===== src/hw/rtl/ucrb_pkg.sv =====
// Shared types and constants for the UART receive/transmit ring buffer core.
// Used by ucrb_ring and uart_rx_tx_ring_buffers_core; no dependencies.
package ucrb_pkg;

    localparam int RX_DEPTH_DEF = 64;
    localparam int TX_DEPTH_DEF = 64;
    localparam int COUNT_W      = 6;

    typedef logic [7:0]         byte_t;
    typedef logic [COUNT_W-1:0] count_t;

    typedef enum logic [2:0] {
        CMD_RX_BYTE    = 3'd0,
        CMD_LINE_READY = 3'd1,
        CMD_READ       = 3'd2,
        CMD_PEEK       = 3'd3,
        CMD_WRITE      = 3'd4,
        CMD_CLEAR_RX   = 3'd5
    } cmd_t;

    // Operation request to one ring
    typedef struct packed {
        logic push;
        logic pop;
        logic rd;
        logic clear;
    } ring_op_t;

    // Status of one ring, taken from its current pointers
    typedef struct packed {
        logic   empty;
        logic   full;
        count_t used;
        count_t space;
    } ring_stat_t;

endpackage


===== src/hw/rtl/ucrb_ring.sv =====
// One byte ring: synchronous memory with registered read data and its pointers.
// Depends on ucrb_pkg.
module ucrb_ring #(
    parameter int DEPTH = ucrb_pkg::RX_DEPTH_DEF
) (
    input  logic                 clk,
    input  logic                 rst_n,
    input  ucrb_pkg::ring_op_t   op,
    input  ucrb_pkg::byte_t      wdata,
    output ucrb_pkg::byte_t      rdata,
    output ucrb_pkg::ring_stat_t stat
);

    localparam int AW = $clog2(DEPTH);

    ucrb_pkg::byte_t mem [DEPTH];
    ucrb_pkg::byte_t rdata_reg;

    logic [AW-1:0] wptr_reg, wptr_next;
    logic [AW-1:0] rptr_reg, rptr_next;
    logic [AW-1:0] wptr_inc, rptr_inc;
    logic [AW-1:0] used;

    assign wptr_inc = (wptr_reg == AW'(DEPTH - 1)) ? '0 : wptr_reg + AW'(1);
    assign rptr_inc = (rptr_reg == AW'(DEPTH - 1)) ? '0 : rptr_reg + AW'(1);

    // Add the depth back when the write pointer has wrapped behind the read pointer
    assign used = (wptr_reg >= rptr_reg) ? (wptr_reg - rptr_reg)
                                         : (wptr_reg - rptr_reg + AW'(DEPTH));

    assign stat.empty = (wptr_reg == rptr_reg);
    assign stat.full  = (wptr_inc == rptr_reg);
    assign stat.used  = ucrb_pkg::count_t'(used);
    assign stat.space = ucrb_pkg::count_t'(AW'(DEPTH - 1) - used);

    always_comb
    begin
        wptr_next = wptr_reg;
        rptr_next = rptr_reg;
        if (op.push)
        begin
            wptr_next = wptr_inc;
        end
        if (op.pop)
        begin
            rptr_next = rptr_inc;
        end
        if (op.clear)
        begin
            rptr_next = wptr_reg;
        end
    end

    always_ff @(posedge clk or negedge rst_n)
    begin
        if (!rst_n)
        begin
            wptr_reg <= '0;
            rptr_reg <= '0;
        end
        else
        begin
            wptr_reg <= wptr_next;
            rptr_reg <= rptr_next;
        end
    end

    always_ff @(posedge clk)
    begin
        if (op.push)
        begin
            mem[wptr_reg] <= wdata;
        end
        if (op.rd)
        begin
            rdata_reg <= mem[rptr_reg];
        end
    end

    assign rdata = rdata_reg;

endmodule


===== src/hw/rtl/uart_rx_tx_ring_buffers_core.sv =====
// Top level of the UART ring buffer core: command decode, result register, rings.
// Depends on ucrb_pkg and ucrb_ring.
// A result is registered and appears in the cycle after its command word is accepted.
// Throughput: one command per cycle while results are taken; each command makes
// at most one access to each ring memory; the result register frees as its word is taken.
// Reset: all ring pointers clear, both rings empty, no result pending.
module uart_rx_tx_ring_buffers_core #(
    parameter int RX_DEPTH = ucrb_pkg::RX_DEPTH_DEF,
    parameter int TX_DEPTH = ucrb_pkg::TX_DEPTH_DEF
) (
    input  logic        clk,
    input  logic        rst_n,
    input  logic        s_axis_tvalid,
    output logic        s_axis_tready,
    input  logic [15:0] s_axis_tdata,  // data[7:0], line_ready[8], zero pad
    input  logic [3:0]  s_axis_tuser,  // cmd[2:0], parity_error[3]
    output logic        m_axis_tvalid,
    input  logic        m_axis_tready,
    output logic [31:0] m_axis_tdata   // rx_byte[7:0], rx_got[8], line_byte[16:9],
                                       // line_send[17], write_taken[18],
                                       // rx_dropped[19], rx_count[25:20], tx_free[31:26]
);

    ucrb_pkg::cmd_t       cmd;
    ucrb_pkg::byte_t      data;
    logic                 parity_error;
    logic                 line_ready;
    logic                 in_fire;

    ucrb_pkg::ring_op_t   rx_op, tx_op;
    ucrb_pkg::ring_stat_t rx_stat, tx_stat;
    ucrb_pkg::byte_t      rx_rdata, tx_rdata;

    logic out_valid_reg, out_valid_next;
    logic rx_got_reg, rx_got_next;
    logic line_send_reg, line_send_next;
    logic line_mem_reg, line_mem_next;
    logic taken_reg, taken_next;
    logic dropped_reg, dropped_next;
    ucrb_pkg::byte_t line_data_reg, line_data_next;

    ucrb_pkg::byte_t rx_byte;
    ucrb_pkg::byte_t line_byte;

    assign cmd          = ucrb_pkg::cmd_t'(s_axis_tuser[2:0]);
    assign parity_error = s_axis_tuser[3];
    assign data         = s_axis_tdata[7:0];
    assign line_ready   = s_axis_tdata[8];

    assign s_axis_tready = !out_valid_reg || m_axis_tready;
    assign in_fire       = s_axis_tvalid && s_axis_tready;

    always_comb
    begin
        rx_op          = '0;
        tx_op          = '0;
        rx_got_next    = 1'b0;
        line_send_next = 1'b0;
        line_mem_next  = 1'b0;
        taken_next     = 1'b0;
        dropped_next   = 1'b0;
        line_data_next = data;
        if (in_fire)
        begin
            case (cmd)
                ucrb_pkg::CMD_RX_BYTE:
                begin
                    if (parity_error || rx_stat.full)
                    begin
                        dropped_next = 1'b1;
                    end
                    else
                    begin
                        rx_op.push = 1'b1;
                    end
                end
                ucrb_pkg::CMD_LINE_READY:
                begin
                    if (!tx_stat.empty)
                    begin
                        tx_op.rd       = 1'b1;
                        tx_op.pop      = 1'b1;
                        line_send_next = 1'b1;
                        line_mem_next  = 1'b1;
                    end
                end
                ucrb_pkg::CMD_READ, ucrb_pkg::CMD_PEEK:
                begin
                    if (!rx_stat.empty)
                    begin
                        rx_op.rd    = 1'b1;
                        rx_op.pop   = (cmd == ucrb_pkg::CMD_READ);
                        rx_got_next = 1'b1;
                    end
                end
                ucrb_pkg::CMD_WRITE:
                begin
                    // Bypass the ring when nothing is queued and the line is free
                    if (tx_stat.empty && line_ready)
                    begin
                        line_send_next = 1'b1;
                        taken_next     = 1'b1;
                    end
                    else if (!tx_stat.full)
                    begin
                        tx_op.push = 1'b1;
                        taken_next = 1'b1;
                    end
                end
                ucrb_pkg::CMD_CLEAR_RX:
                begin
                    rx_op.clear = 1'b1;
                end
                default:
                begin
                end
            endcase
        end
    end

    assign out_valid_next = in_fire || (out_valid_reg && !m_axis_tready);

    always_ff @(posedge clk or negedge rst_n)
    begin
        if (!rst_n)
        begin
            out_valid_reg <= 1'b0;
        end
        else
        begin
            out_valid_reg <= out_valid_next;
        end
    end

    // Result flags load on accept and hold while the word waits
    always_ff @(posedge clk)
    begin
        if (in_fire)
        begin
            rx_got_reg    <= rx_got_next;
            line_send_reg <= line_send_next;
            line_mem_reg  <= line_mem_next;
            taken_reg     <= taken_next;
            dropped_reg   <= dropped_next;
            line_data_reg <= line_data_next;
        end
    end

    ucrb_ring #(
        .DEPTH (RX_DEPTH)
    ) u_rx_ring (
        .clk   (clk),
        .rst_n (rst_n),
        .op    (rx_op),
        .wdata (data),
        .rdata (rx_rdata),
        .stat  (rx_stat)
    );

    ucrb_ring #(
        .DEPTH (TX_DEPTH)
    ) u_tx_ring (
        .clk   (clk),
        .rst_n (rst_n),
        .op    (tx_op),
        .wdata (data),
        .rdata (tx_rdata),
        .stat  (tx_stat)
    );

    assign rx_byte   = rx_got_reg ? rx_rdata : '0;
    assign line_byte = !line_send_reg ? '0 : (line_mem_reg ? tx_rdata : line_data_reg);

    // Pointers only move on accept, so the counts match the pending word
    assign m_axis_tvalid = out_valid_reg;
    assign m_axis_tdata  = {tx_stat.space, rx_stat.used, dropped_reg, taken_reg,
                            line_send_reg, line_byte, rx_got_reg, rx_byte};

    assert property (@(posedge clk) disable iff (!rst_n)
        !(rx_op.push && rx_stat.full) && !(tx_op.push && tx_stat.full))
        else $error("push into a full ring");

    assert property (@(posedge clk) disable iff (!rst_n)
        rx_op.clear |=> rx_stat.empty)
        else $error("receive ring not empty after clear");

    assert property (@(posedge clk) disable iff (!rst_n)
        (in_fire && (cmd == ucrb_pkg::CMD_READ) && !rx_stat.empty)
        |=> (rx_stat.used == $past(rx_stat.used) - ucrb_pkg::count_t'(1)))
        else $error("read did not remove one byte");

    assert property (@(posedge clk) disable iff (!rst_n)
        (in_fire && (cmd == ucrb_pkg::CMD_WRITE) && !tx_stat.empty)
        |-> !line_send_next)
        else $error("write bypassed a non-empty transmit ring");

endmodule

===== config.mk =====
export PLATFORM = sky130hd
export DESIGN_NAME = uart_rx_tx_ring_buffers_core
export DESIGN_NICKNAME = d
export VERILOG_FILES = /design/src/hw/rtl/ucrb_pkg.sv /design/src/hw/rtl/ucrb_ring.sv /design/src/hw/rtl/uart_rx_tx_ring_buffers_core.sv
export SDC_FILE = /design/constraint.sdc
export NUM_CORES = 1
export LEC_CHECK = 0
export BUFFER_PORTS_ARGS = -buffer_cell sky130_fd_sc_hd__clkbuf_2
export CAP_MARGIN = 20
export CORE_MARGIN = 3
export CORE_UTILIZATION = 40
export CTS_CLUSTER_DIAMETER = 150
export DETAILED_ROUTE_END_ITERATION = 7
export PLACE_DENSITY = 0.59
export SETUP_SLACK_MARGIN = 0.05
export SLEW_MARGIN = 20
export SYNTH_ARGS = -nofsm -noshare
export SYNTH_HDL_FRONTEND = slang
export SYNTH_SLANG_ARGS = --single-unit

===== constraint.sdc =====
create_clock -name clk -period 3.7 [get_ports clk]
set_input_delay 0.185 -clock clk [delete_from_list [all_inputs] [get_ports clk]]
set_output_delay 0.185 -clock clk [all_outputs]
set_load 0.1 [all_outputs]

Word-level counts from Yosys, hierarchy flattened. Memories as Yosys holds them, arrays and structs flattened. A register that Yosys moved wholly into a read port is not among the register bits. Index checks and enable logic that the tools add are counted.

Add/subtract/negate cells: 7. Eq/ne operators: 13. Muxes and demuxes: 31. Reduce and logical (&&, ||, !) cells: 11.

Operator list (count): 6-bit two-way mux (6); 6-bit by 1-bit adder with 6-bit output, second input constant (4); 6-bit equality test (4); 6-bit equality test, second input constant (4); 8-bit two-way mux (3); 1-bit two-way mux (15); 6-bit subtractor (2); 2-bit two-way mux (4); 3-bit by 2-bit equality test with 1-bit output, second input constant (2); 3-bit equality test, second input constant (2); 6-bit subtractor, first input constant (1); 4-bit two-way mux (1); 3-bit by 1-bit equality test with 1-bit output, second input constant (1); 1-bit logical AND (3); 3-bit logical NOT (1); 1-bit logical OR (3); 3-bit two-way mux (1); 1-bit logical NOT (2); 1-bit case mux with 2 select lines (1); 2-bit nonzero test (1); 2-bit OR reduction (1).

Register bits: 38. Bits in writable memories: 1024. Input port bits: 24. Output and inout bits: 34. Logic and storage cells: 75. Memories kept: 2.

Memory list: u_rx_ring.mem (words 64, bits a word 8, read ports 1, clocked after memory_dff 1, write ports 1, RTL line ucrb_ring.sv:16) `ucrb_pkg::byte_t mem [DEPTH];`; u_tx_ring.mem (words 64, bits a word 8, read ports 1, clocked after memory_dff 1, write ports 1, RTL line ucrb_ring.sv:16).

Longest topological paths before layout.
Word-level depth: 9. Gate-level depth with buffers: 12. Mapped depth without buffers: 8.

Hierarchy. From an unflattened synthesis, not the netlist that was laid out.

Cells, all modules: 2256. Area total of the unflattened synthesis: 43145.1 µm².

Modules (own cells, without submodules): ucrb_ring (u_rx_ring) (times used 1, cells an instance 1076, area each 21234.1 µm², seq. area each 15915.3 µm²); ucrb_ring (u_tx_ring) (times used 1, cells an instance 1111, area each 21144.0 µm², seq. area each 15915.3 µm²); uart_rx_tx_ring_buffers_core (times used 1, cells an instance 69, area each 767.0 µm², seq. area each 415.4 µm²).

Worst setup path before layout. OpenSTA, ideal clock, no wires.

Path kind: register to register. From: register out_valid_reg, in the netlist m_axis_tvalid. To: memory u_rx_ring.mem[11][0] in the netlist's numbering (enable). Setup time: 0.395 ns. Arrival: 4.087 ns. Required time: 3.305 ns. Slack: -0.782 ns. Cell stages (with the launch flop): 9. Path buffers: 1. Path through: dfrtp_1 -> nand2b_1 -> nand2_1 -> inv_1 -> nand2_1 -> nor2_1 -> nand2_1 -> buf_2 -> nor4_1.

Cells in the longest elaborated chain, start to end: 6.

Ends and longest elaborated chain: from (decl) (RTL line uart_rx_tx_ring_buffers_core.sv:34) `logic out_valid_reg, out_valid_next;`; from (signal assigned) (RTL line uart_rx_tx_ring_buffers_core.sv:131) `out_valid_reg <= out_valid_next;`; 1-bit logical NOT (RTL line uart_rx_tx_ring_buffers_core.sv:50) `assign s_axis_tready = !out_valid_reg || m_axis_tready;`; 1-bit logical OR (RTL line uart_rx_tx_ring_buffers_core.sv:50); via s_axis_tready (RTL line uart_rx_tx_ring_buffers_core.sv:14) `output logic s_axis_tready,`; 1-bit logical AND (RTL line uart_rx_tx_ring_buffers_core.sv:51) `assign in_fire = s_axis_tvalid && s_axis_tready;`; via in_fire (RTL line uart_rx_tx_ring_buffers_core.sv:28) `logic in_fire;`; 4-bit two-way mux (RTL line uart_rx_tx_ring_buffers_core.sv:63) `if (in_fire)`; 1-bit two-way mux (RTL line ucrb_ring.sv:70) `if (op.push)`; 1-bit two-way mux (implied by the code) (RTL line ucrb_ring.sv:72) `mem[wptr_reg] <= wdata;`; to (decl) (RTL line ucrb_ring.sv:16).

The timed path passes the listed nets, and every way through them passes these cells.

Worst setup path after layout.
From: register u_rx_ring.rptr_reg[1]. To: output port m_axis_tdata[25].

Cells in the longest elaborated chain, start to end: 1.

Ends and longest elaborated chain: from (decl) (RTL line ucrb_ring.sv:20) `logic [AW-1:0] rptr_reg, rptr_next;`; from (signal assigned) (RTL line ucrb_ring.sv:64) `rptr_reg <= rptr_next;`; 6-bit subtractor (RTL line ucrb_ring.sv:28, ucrb_ring.sv:29); to (decl) (RTL line uart_rx_tx_ring_buffers_core.sv:19) `output logic [31:0] m_axis_tdata`.

Every way passes these cells.

==> results.md <==
* Synthesized area at 42900 sq um
* Top cells by count, synth: edfxtp_1, mux4_2, nor2_1
* P_leak at 0.0156 uW
* Worst-skew pair later-pin latency at 670 ps
* CP startpoint kind: flip-flop
* Cell Rows at 119
* CTS sink count at 1078
* Crit-path max FO at 27
* CP endpoint kind: output pin
* Sw Pwr at 10000 uW
* Port Buffers at 50
* Vias per inst at 5.61
* Total Wirelength at 96900 um
* Post-synth EDFFs at 1053
* CTS tree: yes
* Critical path type: flip-flop to output pin
* Sw Share at 29.8%
* Internal at 23600 uW
* # fillers at 8663
* Fin. max-slew vios at 0
* Max_cap viols at 0
* Maximum clock frequency at 0.290 GHz
* Peak VDD IR at 0.000722 V
* CTS Buf Count at 103
* Status: completed
* First-pass GRT wire length at 144000 um
* Total gr overflow at 0
* Comb power frac at 27.2%
* Non-filler instance count after layout at 3684
* Number of I/O pins at 58
* Synth Instances at 1996
* Synth cell types at 69
* Clock power frac at 31.7%
* Crit path time final at 3450 ps
* Placed Instances at 3484
* Initial drt markers at 1976
* H-tree depth at 3
* Power Dens Cells at 682 nW/um^2
* Fin crit share at 93.2%
* Via count at 20671
* Gr usage total at 17.5%
* YS warnings at 0
* DRT Pass-1 Iters at 6
* DR WL/cell at 26.3 um
* CP required at 3510 ps
* GPL Wtd Cong at 0.887
* Final core occ at 46.6%
* Worst Max-Slew Pin Slew at 1100 ps
* Worst hold-check path type: input port to flip-flop
* Starting Density at 40.6%
* Setup Skew at 20.9 ps
* Post-DRT Antenna Nets at 0
* Synth Register Bits at 1078
* Layout cell share with drive strength beyond 1 at 31.8%
* CP arrival at 3270 ps
* Register share of total power at 41.2%
* Final non-filler cell area at 49400 sq um
* Final setup viols at 0
* Sequential area share after synthesis at 75.1%
* Area contributors post-synth: edfxtp_1, mux4_2, dfrtp_1
* Initial antenna violation count at 0
* Die H at 334 um
* Die Wd at 334 um
* Slew margin rel. at 26.9%
* Final Hold Viols at 0
* Most common flop cell mapped by yosys: edfxtp_1
* Most common cell in the netlist: edfxtp_1
* # DRC at 0
* Worst-path clk slew at 70 ps
* Fraction of registers with async set/reset at 2.32%
* Core ar. at 106000 sq um
* Max clock buf depth at 3
* Root Driver: clkbuf_16
* Dominant cell type by area after synthesis: edfxtp_1
* Vias in the first global route at 21456
* Biggest regs: u_rx_ring.mem x512, u_tx_ring.mem x512
* Syn Nets at 2036
* Largest net degree at the start of global routing at 130
* Avg Cell Area, Syn at 21.5 sq um
* Area delta synth->final at 15.0%
* Unrepaired setup endpoints after global routing: no
* Post-CTS resize count at 0
* Fin nets at 2245
* Post-Route Setup TNS at 0 ps
* Placed cell area at 45900 sq um
* Hold_ws at 52.5 ps
* Synth top area share at 73.6%
* Die Area at 111000 sq um
* DP Wirelength at 59500 um
[power groups by stage]
| stage | Sequential (uW) | Combinational [uW] | Clock [uW] |
|---|---|---|---|
| 3_5_place_dp | 14100 | 9290 | 0 |
| 3_3_place_gp | 14100 | 9230 | 0 |
| 5_1_grt | 13900 | 9680 | 11400 |
| 4_1_cts | 13900 | 9330 | 10900 |
| 6_report | 13900 | 9150 | 10700 |
| 2_1_floorplan | 13900 | 6910 | 0 |
[per-stage QoR]
step | worst slack [ps] | power (uW)
CTS | 180 | 34100
global route | 65.6 | 35000
detailed placement | 418 | 23400
floorplan | 114 | 20800
global placement | 482 | 23300
finish | 250 | 33700
[cells in the final DEF (no fill, tap or decap), drive strengths merged, types with 7 or more instances in the layout]
cell type / n
or3: 7
edfxtp: 1053
clkbuf: 173
mux2: 10
nor2: 145
nor2b: 11
nand4: 16
a22oi: 10
nand3: 27
mux4: 320
ha: 14
a31oi: 7
bufinv: 13
mux2i: 19
a21oi: 13
and2: 13
dlygate4sd3: 7
buf: 177
inv: 23
xnor2: 17
clkinv: 41
xor2: 7
nor4: 10
dfrtp: 25
o21ai: 16
nand2: 38
[what timing repair did]
action                    4_1_cts  5_1_grt
hold endpoints to repair       32        0
hold buffers                    7        0
setup buffers                   0        0
[critical path: stages, from the launching register on]
cell and delay (ps):
dfrtp_4 740, inv_1 90, ha_1 330, nor2b_1 130, o21ai_0 150, nand2b_1 100, a21o_1 180, a21oi_1 210
xor2_2 180, clkbuf_2 480
[kinds of logic (layout without fill, tap and decap cells)]
group                    after synthesis  count (layout)  share of synthesized area, %
adder cells (fa/ha/maj)               16              16                         0.501
XOR/XNOR                              24              24                         0.490
AO/OA/AOI/OAI                         92              92                          1.51
other                                  0               1                             0
AND/OR/NAND/NOR                      297             297                          3.41
multiplexers                         349             349                          17.5
buffers and inverters                140             436                          1.50
flip-flops                          1078            1078                          75.1
[layout make-up]
cell class                      instances  area, sq um  area share [%]
Multi-Input combinational cell        778        10100            20.5
Timing Repair Buffer                  224         1740            3.51
Tap cell                             1391         1740            3.53
Clock inverter                         59          618            1.25
Clock buffer                          133         2820            5.70
Antenna cell                            1         2.50         0.00507
Sequential cell                      1078        32300            65.3
Inverter                               20         75.1           0.152
[worst paths after layout]
| kind | endpoint | cells past startpoint | slack (ps) | startpoint |
|---|---|---|---|---|
| min in group asynchronous | m_axis_tvalid$_DFF_PN0_ | 2 | 150 | rst_n |
| min | taken_reg$_SDFFCE_PP0P_ | 3 | 50 | s_axis_tdata[8] |
| max | m_axis_tdata[25] | 9 | 250 | u_rx_ring.rptr_reg[1]$_DFFE_PN0P_ |
| max in group asynchronous | u_tx_ring.rptr_reg[0]$_DFFE_PN0P_ | 2 | 2880 | rst_n |
| max reg2reg | u_rx_ring.mem[26][1]$_DFFE_PP_ | 8 | 300 | u_rx_ring.wptr_reg[3]$_DFFE_PN0P_ |
| min reg2reg | u_tx_ring.wptr_reg[3]$_DFFE_PN0P_ | 2 | 630 | u_tx_ring.wptr_reg[3]$_DFFE_PN0P_ |
[per-layer routing]
metal	routed length (um)	track usage, %
met5	0	0
met4	1900	4.23
met3	5260	2.61
met2	48100	28.9
met1	41600	24.6
(Power assumes the default switching activity.)
